## src/rtl/wlr_pkg.sv

```systemverilog
// Package for the word letter reverser.
// Holds the word store sizes, the letter test and the control and status
// types passed between the sequencer and the word store.
package wlr_pkg;

   localparam int MAX_WORD = 32;
   localparam int CountW   = $clog2(MAX_WORD + 1);
   localparam int AddrW    = $clog2(MAX_WORD);
   localparam int CharW    = 8;

   localparam logic [CharW-1:0] NEWLINE_CHAR = 8'h0A;
   localparam logic [CharW-1:0] UPPER_A      = 8'h41;
   localparam logic [CharW-1:0] UPPER_Z      = 8'h5A;
   localparam logic [CharW-1:0] LOWER_A      = 8'h61;
   localparam logic [CharW-1:0] LOWER_Z      = 8'h7A;

   typedef struct packed {
      logic             push;
      logic             pop;
      logic [CharW-1:0] wdata;
   } store_ctrl_type;

   typedef struct packed {
      logic [CountW-1:0] count;
      logic              empty;
      logic              full;
      logic [CharW-1:0]  rd_data;
   } store_stat_type;

   function automatic logic is_letter(input logic [CharW-1:0] ch);
      return ((ch >= UPPER_A) && (ch <= UPPER_Z)) || ((ch >= LOWER_A) && (ch <= LOWER_Z));
   endfunction

endpackage

```

## src/rtl/wlr_if.sv

```systemverilog
// Handshake channels of the word letter reverser.
// One interface for the request words and one for the response words;
// both depend on wlr_pkg for the character width.
interface wlr_req_if;
   import wlr_pkg::*;

   logic             valid;
   logic             ready;
   logic [CharW-1:0] in_char;
   logic             end_of_string;

   modport source (output valid, output in_char, output end_of_string, input ready);
   modport sink   (input valid, input in_char, input end_of_string, output ready);
endinterface

interface wlr_rsp_if;
   import wlr_pkg::*;

   logic             valid;
   logic             ready;
   logic [CharW-1:0] out_char;
   logic             out_last;
   logic             word_split;

   modport source (output valid, output out_char, output out_last, output word_split,
                   input ready);
   modport sink   (input valid, input out_char, input out_last, input word_split,
                   output ready);
endinterface

```

## src/rtl/wlr_store.sv

```systemverilog
// Last-in-first-out word store of the word letter reverser.
// A memory with one write port and one registered read port plus the fill
// count; depends on wlr_pkg.
module wlr_store (
   input  logic                    clock,
   input  logic                    reset,
   input  wlr_pkg::store_ctrl_type ctrl,
   output wlr_pkg::store_stat_type stat
);
   import wlr_pkg::*;

   logic [CharW-1:0]  mem [MAX_WORD];
   logic [CharW-1:0]  rd_data_ff;
   logic [CountW-1:0] count_ff;
   logic [CountW-1:0] count_in;
   logic [CountW-1:0] count_dec;

   assign count_dec = count_ff - CountW'(1);

   always_comb begin
      count_in = count_ff;
      if (ctrl.push) begin
         count_in = count_ff + CountW'(1);
      end else if (ctrl.pop) begin
         count_in = count_dec;
      end
   end

   always_ff @(posedge clock) begin
      if (ctrl.push) begin
         mem[count_ff[AddrW-1:0]] <= ctrl.wdata;
      end
      if (ctrl.pop) begin
         rd_data_ff <= mem[count_dec[AddrW-1:0]];
      end
   end

   always_ff @(posedge clock) begin
      if (reset) begin
         count_ff <= '0;
      end else begin
         count_ff <= count_in;
      end
   end

   assign stat.count   = count_ff;
   assign stat.empty   = (count_ff == '0);
   assign stat.full    = (count_ff == CountW'(MAX_WORD));
   assign stat.rd_data = rd_data_ff;

endmodule

```

## src/rtl/wlr_seq.sv

```systemverilog
// Sequencer of the word letter reverser.
// Takes request words, drives the word store and holds the response
// register; depends on wlr_pkg and the channel interfaces.
module wlr_seq (
   input  logic                    clock,
   input  logic                    reset,
   wlr_req_if.sink                 req,
   wlr_rsp_if.source               rsp,
   output wlr_pkg::store_ctrl_type ctrl,
   input  wlr_pkg::store_stat_type stat
);
   import wlr_pkg::*;

   typedef enum logic [3:0] {
      ST_IDLE    = 4'b0001,
      ST_FLUSH   = 4'b0010,
      ST_CHAR    = 4'b0100,
      ST_NEWLINE = 4'b1000
   } seq_state_type;

   seq_state_type    state_ff, state_in;
   logic [CharW-1:0] char_ff, char_in;
   logic             eos_ff, eos_in;
   logic             letter_ff, letter_in;
   logic             split_ff, split_in;
   logic             rd_pend_ff, rd_pend_in;
   logic             rsp_valid_ff, rsp_valid_in;
   logic [CharW-1:0] rsp_char_ff, rsp_char_in;
   logic             rsp_last_ff, rsp_last_in;
   logic             rsp_split_ff, rsp_split_in;
   logic             out_free;
   logic             out_load;
   logic             accept;
   logic             in_letter;

   assign req.ready = (state_ff == ST_IDLE);
   assign accept    = req.valid && (state_ff == ST_IDLE);
   assign in_letter = is_letter(req.in_char);
   assign out_free  = !rsp_valid_ff || rsp.ready;

   always_comb begin
      state_in     = state_ff;
      char_in      = char_ff;
      eos_in       = eos_ff;
      letter_in    = letter_ff;
      split_in     = split_ff;
      rd_pend_in   = rd_pend_ff;
      rsp_char_in  = rsp_char_ff;
      rsp_last_in  = rsp_last_ff;
      rsp_split_in = rsp_split_ff;
      out_load     = 1'b0;
      ctrl.push    = 1'b0;
      ctrl.pop     = 1'b0;
      ctrl.wdata   = req.in_char;

      unique case (state_ff)
         ST_IDLE: begin
            if (accept) begin
               char_in   = req.in_char;
               eos_in    = req.end_of_string;
               letter_in = in_letter;
               split_in  = 1'b0;
               if (in_letter && !stat.full) begin
                  ctrl.push = 1'b1;
                  if (req.end_of_string) begin
                     state_in = ST_FLUSH;
                  end
               end else if (in_letter) begin
                  split_in = 1'b1;
                  state_in = ST_FLUSH;
               end else begin
                  state_in = ST_FLUSH;
               end
            end
         end
         ST_FLUSH: begin
            if (rd_pend_ff && out_free) begin
               out_load     = 1'b1;
               rsp_char_in  = stat.rd_data;
               rsp_last_in  = 1'b0;
               rsp_split_in = split_ff;
               rd_pend_in   = 1'b0;
            end
            if (!stat.empty && (!rd_pend_ff || out_free)) begin
               ctrl.pop   = 1'b1;
               rd_pend_in = 1'b1;
            end else if (stat.empty && !rd_pend_ff) begin
               if (letter_ff && split_ff) begin
                  // The letter that found the store full starts the next word.
                  ctrl.push  = 1'b1;
                  ctrl.wdata = char_ff;
                  split_in   = 1'b0;
                  state_in   = eos_ff ? ST_FLUSH : ST_IDLE;
               end else if (letter_ff) begin
                  state_in = ST_NEWLINE;
               end else begin
                  state_in = ST_CHAR;
               end
            end
         end
         ST_CHAR: begin
            if (out_free) begin
               out_load     = 1'b1;
               rsp_char_in  = char_ff;
               rsp_last_in  = 1'b0;
               rsp_split_in = 1'b0;
               state_in     = eos_ff ? ST_NEWLINE : ST_IDLE;
            end
         end
         ST_NEWLINE: begin
            if (out_free) begin
               out_load     = 1'b1;
               rsp_char_in  = NEWLINE_CHAR;
               rsp_last_in  = 1'b1;
               rsp_split_in = 1'b0;
               state_in     = ST_IDLE;
            end
         end
         default: begin
            state_in = ST_IDLE;
         end
      endcase

      if (out_load) begin
         rsp_valid_in = 1'b1;
      end else if (rsp.ready) begin
         rsp_valid_in = 1'b0;
      end else begin
         rsp_valid_in = rsp_valid_ff;
      end
   end

   always_ff @(posedge clock) begin
      if (reset) begin
         state_ff     <= ST_IDLE;
         rd_pend_ff   <= 1'b0;
         rsp_valid_ff <= 1'b0;
      end else begin
         state_ff     <= state_in;
         rd_pend_ff   <= rd_pend_in;
         rsp_valid_ff <= rsp_valid_in;
      end
   end

   always_ff @(posedge clock) begin
      char_ff      <= char_in;
      eos_ff       <= eos_in;
      letter_ff    <= letter_in;
      split_ff     <= split_in;
      rsp_char_ff  <= rsp_char_in;
      rsp_last_ff  <= rsp_last_in;
      rsp_split_ff <= rsp_split_in;
   end

   assign rsp.valid      = rsp_valid_ff;
   assign rsp.out_char   = rsp_char_ff;
   assign rsp.out_last   = rsp_last_ff;
   assign rsp.word_split = rsp_split_ff;

endmodule

```

## src/rtl/word_letter_reverser.sv

```systemverilog
// Word letter reverser: reverses each run of ASCII letters in a string.
// A letter that fits in the word store is pushed when taken. For other bytes the held
// letters are popped out in reverse order, then the byte passes through, and a closing
// newline ends each string; response stalls hold the flow, and no new byte is taken meanwhile.
// Response words leave from a response register.
// Reset clears the sequencer, the response register and the fill count, not the store.
module word_letter_reverser (
   input  logic      clock,
   input  logic      reset,
   wlr_req_if.sink   req_chan,
   wlr_rsp_if.source rsp_chan
);
   import wlr_pkg::*;

   store_ctrl_type store_ctrl;
   store_stat_type store_stat;

   wlr_seq u_seq (
      .clock (clock),
      .reset (reset),
      .req   (req_chan),
      .rsp   (rsp_chan),
      .ctrl  (store_ctrl),
      .stat  (store_stat)
   );

   wlr_store u_store (
      .clock (clock),
      .reset (reset),
      .ctrl  (store_ctrl),
      .stat  (store_stat)
   );

   a_no_pop_empty: assert property (@(posedge clock) disable iff (reset)
      store_ctrl.pop |-> !store_stat.empty)
      else $error("Word store popped while empty.");

   a_no_push_full: assert property (@(posedge clock) disable iff (reset)
      store_ctrl.push |-> !store_stat.full && !store_ctrl.pop)
      else $error("Word store pushed while full or while popping.");

   a_letter_held: assert property (@(posedge clock) disable iff (reset)
      (req_chan.valid && req_chan.ready && is_letter(req_chan.in_char)
       && !store_stat.full)
      |=> store_stat.count == $past(store_stat.count) + CountW'(1))
      else $error("Accepted letter was not held in the word store.");

endmodule

```

## src/flat_wrapper.sv

```systemverilog
// flat-port wrapper written by rule: the top's interface ports become plain ports
module word_letter_reverser_flat import wlr_pkg::*;
  (clock, reset, req_chan_valid, req_chan_in_char, req_chan_end_of_string, req_chan_ready, rsp_chan_valid, rsp_chan_out_char, rsp_chan_out_last, rsp_chan_word_split, rsp_chan_ready);
  wlr_req_if req_chan_i ();
  wlr_rsp_if rsp_chan_i ();
  input  logic clock;
  input  logic reset;
  input wire logic [$bits(req_chan_i.valid)-1:0] req_chan_valid;
  input wire logic [$bits(req_chan_i.in_char)-1:0] req_chan_in_char;
  input wire logic [$bits(req_chan_i.end_of_string)-1:0] req_chan_end_of_string;
  output wire logic [$bits(req_chan_i.ready)-1:0] req_chan_ready;
  output wire logic [$bits(rsp_chan_i.valid)-1:0] rsp_chan_valid;
  output wire logic [$bits(rsp_chan_i.out_char)-1:0] rsp_chan_out_char;
  output wire logic [$bits(rsp_chan_i.out_last)-1:0] rsp_chan_out_last;
  output wire logic [$bits(rsp_chan_i.word_split)-1:0] rsp_chan_word_split;
  input wire logic [$bits(rsp_chan_i.ready)-1:0] rsp_chan_ready;
  assign req_chan_i.valid = req_chan_valid;
  assign req_chan_i.in_char = req_chan_in_char;
  assign req_chan_i.end_of_string = req_chan_end_of_string;
  assign req_chan_ready = req_chan_i.ready;
  assign rsp_chan_valid = rsp_chan_i.valid;
  assign rsp_chan_out_char = rsp_chan_i.out_char;
  assign rsp_chan_out_last = rsp_chan_i.out_last;
  assign rsp_chan_word_split = rsp_chan_i.word_split;
  assign rsp_chan_i.ready = rsp_chan_ready;
  word_letter_reverser u_core (.clock(clock), .reset(reset), .req_chan(req_chan_i), .rsp_chan(rsp_chan_i));
endmodule
```

## config.mk

```make
export PLATFORM = sky130hd
export DESIGN_NAME = word_letter_reverser_flat
export DESIGN_NICKNAME = d
export VERILOG_FILES = /design/src/rtl/wlr_pkg.sv /design/src/rtl/wlr_if.sv /design/src/rtl/wlr_store.sv /design/src/rtl/wlr_seq.sv /design/src/rtl/word_letter_reverser.sv /design/src/flat_wrapper.sv
export SDC_FILE = /design/constraint.sdc
export NUM_CORES = 1
export LEC_CHECK = 0
export ABC_AREA = 0
export BUFFER_PORTS_ARGS = -buffer_cell sky130_fd_sc_hd__buf_2
export CAP_MARGIN = 0
export CORE_MARGIN = 10
export CORE_UTILIZATION = 48
export CTS_CLUSTER_DIAMETER = 150
export DETAILED_ROUTE_END_ITERATION = 10
export GPL_ROUTABILITY_DRIVEN = 0
export PLACE_DENSITY = 0.64
export SYNTH_ARGS = -nofsm -noshare
export SYNTH_HDL_FRONTEND = slang
export SYNTH_SLANG_ARGS = --single-unit
```

## constraint.sdc

```tcl
create_clock -name clock -period 5.9 [get_ports clock]
set_clock_uncertainty 0.1 [all_clocks]
set_input_delay 0.295 -clock clock [delete_from_list [all_inputs] [get_ports clock]]
set_output_delay 0.295 -clock clock [all_outputs]
set_load 0.01 [all_outputs]
```

==> flow_summary.yaml, run 1 <==
outcome:
  status: "finished clean"
power_and_ir_drop:
  sw_frac_of_total: 0.245
  pwr-share-seq: 0.494
  power.density_nw_per_um2: 368
  power.internal_mw: 3.74
  p_leak_nw: 4.37
  ir_drop_mv: 0.210
  switchingPower_mw: 1.22
  combPwrFrac: 0.147
  clkPwrFrac: 0.359
sta:
  maxSlewHeadroom: 0.333
  min_period_over_period: 0.639
  setup_violations: 0
  post-route-min-period_ns: 3.77
  rsz0062_at_grt: "no"
  fmax_ghz: 0.265
  slew_viol_final: 0
  worst_pin_slew_ns: 0.998
  setup_tns_ns: 0
  hold_viol_final: 0
cells_and_area:
  fin_nets: 681
  design_area_um2: 13500
  nFillCells: 1831
  layout-drive-gt1-share: 0.233
  multi_input_area_um2: 3040
  area_delta_synth_final_pct: 12.2
  seq_area_um2: 8800
  diodes: 0
critical_path:
  crit_type: "flip-flop to flip-flop"
  critPathMaxFanout: 20
  cp_slowest_cell: "nor4b_4"
  cpPeakStageDelay_ns: 0.65
  crit_required_ns: 5.97
  crit_path_start_kind: "flip-flop"
  end_kind: "flip-flop"
  worstPathCellList: "inv_1 > ha_2 > nor3b_1 > nor4b_4 > a21o_1 > nand2_2 > nor2_1"
  worstPathArrival_ns: 3.84
die:
  io_pins: 25
  initial_core_util: 0.491
  core_area_um2: 24500
  fp.dieH_um: 178
  rows: 57
  die_x_um: 178
  dieArea_um2: 31700
routing:
  vias: 6135
  routed_wl_um: 26000
  vias_per_cell: 6.07
  drc: 0
  wl_per_cell_um: 25.7
  dr.pass1.iters: 4
  final_antenna_net_count: 0
  drt_iter0_drc: 708
cts:
  post_cts_buffers: 0
  cts_buffers: 28
  cts_root_buffer: "clkbuf_16"
  clock_path_buffers: 3
  clk_pin_slew_ns: 0.06
  clkLatencyLatePin_ns: 0.54
  cts_tree: "built"
  htreeDepth: 1
  cts.sinks: 297
yosys:
  ys_seq_area_frac: 0.733
  synth_common_cells: "edfxtp_1 (285), mux4_2 (64), nor2_1 (46)"
  avgSynthCellArea_um2: 19.2
  synth_area_um2: 12000
  synth_top_cell_by_area: "edfxtp_1"
  synthCells: 626
  async_flop_share: 0
  synth_fp_nets: 643
  yosys-top-cells-area: "edfxtp_1 (71%), mux4_2 (12%), mux2i_1 (2.8%), dfxtp_1 (2.0%), nor2_1 (1.4%)"
  yosys_warnings: 0
  synth_most_common_cell: "edfxtp_1"
  synth_top_area_share: 0.713
  synth_edf_count: 285
  synth_ff_type: "edfxtp_1"
  yosysUniqueCellTypes: 58
  yosys_register_bits: 297
placed_design:
  portBuffers: 24
  dp_hpwl_um: 16200
  placed_area_um2: 12400
grt:
  grt_pass1_wl_um: 39700
  grt-ovfl-total: 0
  antenna_found_initial: 0
  grt_max_degree: 54
  grt_pass1_vias: 6114
  grt_usage: 0.166
flow_run:
  drv_cap: 0
hold_path:
  hp-class: "primary input to flip-flop"
cells in the final DEF (no fill, tap or decap), drive strengths merged, types with 11 or more instances in the layout:
cell type    instances
buf                 28
dfxtp               12
nor2                46
inv                 12
mux4                64
a22o                14
mux2i               34
edfxtp             285
clkbuf              35
nand2               15
dlygate4sd3         11
timing repair:
action | 4_1_cts | 5_1_grt
hold buffers | 11 | 0
resized for setup | 0 | 0
hold endpoints to repair | 13 | 0
power by group through the flow:
stage	clock network [mW]	registers (mW)	logic, mW
3_5_place_dp	0	2.49	0.724
4_1_cts	1.81	2.45	0.732
5_1_grt	1.90	2.45	0.794
6_report	1.78	2.45	0.729
2_1_floorplan	0	2.46	0.544
3_3_place_gp	0	2.49	0.716
stage by stage:
step	utilization	hold slack [ns]	setup WS (ns)	instances	power, mW
6_report	0.550	0.0939	2.13	1010	4.95
2_1_floorplan	-	0.294	2.38	626	3.01
3_5_place_dp	0.509	0.394	2.19	947	3.22
5_1_grt	0.550	0.137	1.91	1010	5.14
4_1_cts	0.550	0.0718	2.19	1010	4.99
3_3_place_gp	0.509	0.386	2.37	947	3.20
logic make-up after synthesis:
family                     count (synthesis)  synth area share
AOI/OAI and AO/OA                         67            0.0424
xor gates and xnor gates                   4           0.00292
adders and majority gates                  4           0.00417
buffers and inverters                     42            0.0147
DFF                                      297             0.733
muxes                                    106             0.156
and+or+nand+nor                          106            0.0465
final timing paths:
kind,startpoint,to,slack (ns),cells past startpoint
worst min register to register,u_core.u_store.rd_data_ff[7],u_core.u_seq.rsp.out_char[7],0.45,1
worst max register to register,u_core.u_store.count_ff[0],u_core.u_store.mem[9][6],2.13,7
worst min-delay path,req_chan_valid,u_core.u_seq.split_ff,0.09,3
worst max-delay path,u_core.u_store.count_ff[0],u_core.u_store.mem[9][6],2.13,7
worst max-delay path: cells and delay by family (launching register included):
kind	cells	cell delay (ns)
compound gates	1	0.40
simple gates	4	1.94
fa+ha+maj	1	0.33
flops	1	0.45
buf+inv	1	0.17
sequential cells by signal (all words and copies together) (netlist names):
signal and cells:
u_core.u_seq.letter_ff 1, u_core.u_seq.eos_ff 1, u_core.u_store.mem 256, u_core.u_seq.rd_pend_ff 1, u_core.u_seq.rsp.out_char 8, u_core.u_seq.rsp.valid 1, u_core.u_seq.state_ff 4, u_core.u_seq.rsp.word_split 1
u_core.u_seq.split_ff 1, u_core.u_seq.char_ff 8, u_core.u_seq.rsp.out_last 1, u_core.u_store.rd_data_ff 8, u_core.u_store.count_ff 6
final cells by class:
class,instances,area share
clock buffers,35,0.0556
inverters,11,0.00307
multi-input cells,287,0.226
clock inverters,17,0.0124
repair buffers,39,0.0193
flip-flops and latches,297,0.654
well taps,324,0.0301
metal layers:
metal  share of wire  routed length [um]  global-route usage
met5               0                   0                   0
met4           0.020                 511              0.0420
met3           0.073                1900              0.0260
met2            0.47               12300               0.262
met1            0.43               11200               0.238
Note: power is estimated with default switching activity, not from simulation.
==> run 2, diff against run 1 <==
- PLACE_DENSITY: 0.64 -> 0.66
- clock period: 5.9 -> 3.3 ns (I/O delays scaled with it)
==> flow_summary.yaml, run 2 (synthesis results as in run 1) <==
outcome:
  status: "finished clean"
critical_path:
  crit_path_start_kind: "flip-flop"
  end_kind: "flip-flop"
  worstPathArrival_ns: 3.40
  crit_type: "flip-flop to flip-flop"
  critPathMaxFanout: 13
  crit_required_ns: 3.67
sta:
  maxSlewHeadroom: 0.534
  holdWs_ns: 0.264
  post-route-min-period_ns: 3.03
  min_period_over_period: 0.919
  hold_viol_final: 0
  fmax_ghz: 0.330
  rsz0062_at_grt: "no"
  worst_pin_slew_ns: 0.697
  setup_tns_ns: 0
  setup_violations: 0
  slew_viol_final: 0
power_and_ir_drop:
  clkPwrFrac: 0.347
  switchingPower_mw: 2.15
  ir_drop_mv: 0.366
  power.internal_mw: 6.63
  p_leak_nw: 4.58
  sw_frac_of_total: 0.245
  power.density_nw_per_um2: 638
  pwr-share-seq: 0.498
  power_mw: 8.78
  combPwrFrac: 0.155
grt:
  grt_usage: 0.160
  grt-ovfl-total: 0
  grt_pass1_vias: 6495
  antenna_found_initial: 0
  grt_pass1_wl_um: 38900
  grt_max_degree: 61
placed_design:
  dp_hpwl_um: 15300
  dp.cells: 985
  portBuffers: 24
cts:
  cts.sinks: 297
  clkLatencyLatePin_ns: 0.54
  cts_tree: "built"
  cts_root_buffer: "clkbuf_16"
  cts_buffers: 29
  clk_pin_slew_ns: 0.06
  post_cts_buffers: 0
  cts_hold_buf: 13
  htreeDepth: 1
  clock_path_buffers: 3
  post_cts_resized: 0
cells_and_area:
  finalNonFillerCells: 1051
  fin_nets: 722
  nFillCells: 1842
  largest_reg_flops: 256
  final_common_cell: "edfxtp_1"
  layout-drive-gt1-share: 0.265
  mostFrequentLayoutCells: "edfxtp_1 (285), mux4_2 (64), nor2_1 (46), buf_4 (39), mux2i_1 (34)"
  diodes: 0
  area_delta_synth_final_pct: 14.8
hold_path:
  hp-class: "primary input to flip-flop"
routing:
  dr.pass1.iters: 5
  final_antenna_net_count: 0
  wl_per_cell_um: 23.5
  drt_iter0_drc: 674
  vias_per_cell: 5.94
  drc: 0
  routed_wl_um: 24700
  vias: 6240
die:
  dieArea_um2: 31700
  fp.dieH_um: 178
  die_x_um: 178
  initial_core_util: 0.491
  core_area_um2: 24500
  rows: 57
  io_pins: 25
flow_run:
  drv_cap: 0
-- run 2: layer usage --
metal | wire length [um] | vias up | global-route usage
met2 | 11700 | 248 | 0.255
met5 | 0 | - | 0
met3 | 1790 | 56 | 0.0281
met4 | 770 | 0 | 0.0566
met1 | 10400 | 3194 | 0.218
li1 | - | 2742 | -
-- run 2: worst max-delay path, stage by stage (launching register included) --
cell	delay, ns
dfxtp_4	0.43
inv_1	0.14
ha_2	0.33
or4b_2	0.63
o211ai_1	0.39
inv_1	0.32
a211oi_2	0.35
o21ai_0	0.14
a21oi_1	0.14
-- run 2: through the flow --
stage,instance area (um^2),setup slack [ns],util
6_report,13800,0.268,0.563
4_1_cts,13800,0.263,0.563
3_5_place_dp,12800,0.268,0.522
5_1_grt,13800,0.0343,0.563
2_1_floorplan,12000,-0.0674,-
3_3_place_gp,12800,0.387,0.522
-- run 2: final timing paths --
path	startpoint	endpoint	slack [ns]	depth (start not counted)
worst max-delay path	u_core.u_store.count_ff[0]	u_core.u_store.count_ff[2]	0.27	8
worst min-delay path	req_chan_end_of_string	u_core.u_seq.eos_ff	0.26	2
worst max register to register	u_core.u_store.count_ff[0]	u_core.u_store.count_ff[2]	0.27	8
worst min register to register	u_core.u_store.rd_data_ff[0]	u_core.u_seq.rsp.out_char[0]	0.44	1
-- run 2: cell type report --
class	count	area (um^2)	share of cell area
Tap cell	324	405	0.0294
Sequential cell	297	8800	0.639
Clock inverter	18	130	0.00945
Inverter	11	41.3	0.00300
Timing Repair Buffer	79	603	0.0438
Clock buffer	35	748	0.0543
Multi-Input combinational cell	287	3040	0.221
-- run 2: power groups by stage --
stage,Sequential [mW],Clock [mW],Combinational [mW]
2_1_floorplan,4.40,0,0.974
3_3_place_gp,4.44,0,1.33
3_5_place_dp,4.45,0,1.36
4_1_cts,4.37,3.12,1.38
5_1_grt,4.38,3.28,1.48
6_report,4.37,3.05,1.36
==> run 3, diff against run 2 <==
- CORE_UTILIZATION: 48 -> 47
- MAX_ROUTING_LAYER: not set -> met4
- PLACE_DENSITY: 0.66 -> 0.65
==> flow_summary.yaml, run 3 (synthesis results as in run 1) <==
critical_path:
  cp_top_family: "compound AO/OA/AOI/OAI gates"
  end_kind: "flip-flop"
  cpPeakStageDelay_ns: 0.63
  cp_common_cell: "inv_1"
  critPathMaxFanout: 17
  crit_path_start_kind: "flip-flop"
  crit_required_ns: 3.69
  worstPathArrival_ns: 3.53
  cp.buffers_inverters: 2
  cp_slowest_cell: "or4b_2"
  crit_type: "flip-flop to flip-flop"
  worstPathCellList: "inv_1 > ha_2 > or4b_2 > o211ai_1 > inv_1 > a2111oi_0 > a311o_1"
flow_run:
  drv_cap: 0
placed_design:
  post-place-ws_ns: 0.286
  dp.cells: 994
  dp_hpwl_um: 15800
  portBuffers: 24
sta:
  post-route-min-period_ns: 3.14
  slew_viol_final: 0
  min_period_over_period: 0.951
  setup_violations: 0
  maxSlewHeadroom: 0.520
  worst_pin_slew_ns: 0.718
  setup_ws_ns: 0.163
  fmax_ghz: 0.319
  rsz0062_at_grt: "no"
  hold_viol_final: 0
cts:
  htreeDepth: 1
  cts.sinks: 297
  clock_path_buffers: 3
  cts_buffers: 31
  clk_pin_slew_ns: 0.06
  clkLatencyLatePin_ns: 0.55
  cts_tree: "built"
  cts_root_buffer: "clkbuf_16"
die:
  fp.dieH_um: 180
  core_area_um2: 25200
  io_pins: 25
  dieArea_um2: 32300
  initial_core_util: 0.476
  rows: 58
  die_x_um: 180
routing:
  dr.pass1.iters: 5
  vias: 6313
  final_antenna_net_count: 0
  routed_wl_um: 25300
  drc: 0
  drt_iter0_drc: 634
  vias_per_cell: 5.93
  wl_per_cell_um: 23.7
grt:
  grt_usage: 0.156
  antenna_found_initial: 0
  grt_max_degree: 48
  met2_usage: 0.243
  grt_pass1_wl_um: 38900
  grt-ovfl-total: 0
  grt_pass1_vias: 6340
  grt-busiest-layer: "met2"
  grt_util_met3: 0.0241
  use_met1: 0.210
power_and_ir_drop:
  power.density_nw_per_um2: 668
  p_leak_nw: 4.70
  ir_drop_mv: 0.567
cells_and_area:
  largest_reg_flops: 256
  mostFrequentLayoutCells: "edfxtp_1 (285), mux4_2 (64), nor2_1 (46), buf_4 (43), mux2i_1 (34)"
  layout-drive-gt1-share: 0.283
  fin_nets: 727
  diodes: 0
  area_delta_synth_final_pct: 16.6
  nFillCells: 1830
  finalNonFillerCells: 1065
  final_common_cell: "edfxtp_1"
outcome:
  status: "finished clean"
hold_path:
  hp-class: "primary input to flip-flop"
==> run 3: power by group <==
part           switching, mW  internal [mW]  total [mW]
clock network           1.36           2.24        3.60
registers             0.0974           4.28        4.38
logic                  0.781          0.593        1.37
==> run 3: path summary, 6_finish.rpt <==
kind / start / end / slack [ns] / cells past startpoint
min: req_chan_in_char[5] / u_core.u_seq.char_ff[5] / 0.27 / 2
min reg2reg: u_core.u_store.rd_data_ff[5] / u_core.u_seq.rsp.out_char[5] / 0.44 / 1
max: u_core.u_store.count_ff[0] / u_core.u_store.count_ff[1] / 0.16 / 7
max reg2reg: u_core.u_store.count_ff[0] / u_core.u_store.count_ff[1] / 0.16 / 7
==> run 3: per-layer routing <==
| metal | vias up | share of wire |
|---|---|---|
| li1 | 2750 | - |
| met1 | 3242 | 0.42 |
| met2 | 281 | 0.48 |
| met3 | 40 | 0.074 |
| met4 | 0 | 0.023 |
| met5 | - | 0 |
==> run 3: area by class of cell <==
| class | instances | area (um^2) | share of cell area |
|---|---|---|---|
| sequential | 297 | 8800 | 0.629 |
| multi-input combinational | 287 | 3040 | 0.217 |
| clock buffer | 49 | 933 | 0.0667 |
| timing repair buffer | 82 | 613 | 0.0438 |
| tap | 330 | 413 | 0.0295 |
| clock inverter | 9 | 149 | 0.0106 |
| inverter | 11 | 41.3 | 0.00295 |
==> run 3: metrics by stage <==
stage	TNS [ns]	hold WS (ns)	cell area, um^2	power, mW	utilization
2_1_floorplan	-15.68	0.164	12000	5.38	-
5_1_grt	0	0.271	14000	9.67	0.556
6_report	0	0.266	14000	9.35	0.556
3_5_place_dp	0	0.276	12800	5.81	0.508
3_3_place_gp	0	0.261	12800	5.78	0.508
4_1_cts	0	0.249	14000	9.40	0.556
==> run 3: worst reg2reg max path, delay by kind of cell (launching register included) <==
| family | cells | cell delay (ns) |
|---|---|---|
| and+or+nand+nor | 1 | 0.64 |
| DFF | 1 | 0.44 |
| AOI/OAI and AO/OA | 3 | 1.12 |
| buffers and inverters | 2 | 0.47 |
| adders and majority gates | 1 | 0.31 |
==> run 3: what timing repair did <==
action / CTS / global route
setup buffers: 0 / 0
hold endpoints to repair: 20 / 0
resized for setup: 0 / 0
hold buffers: 13 / 0
setup endpoints to repair: 0 / 0
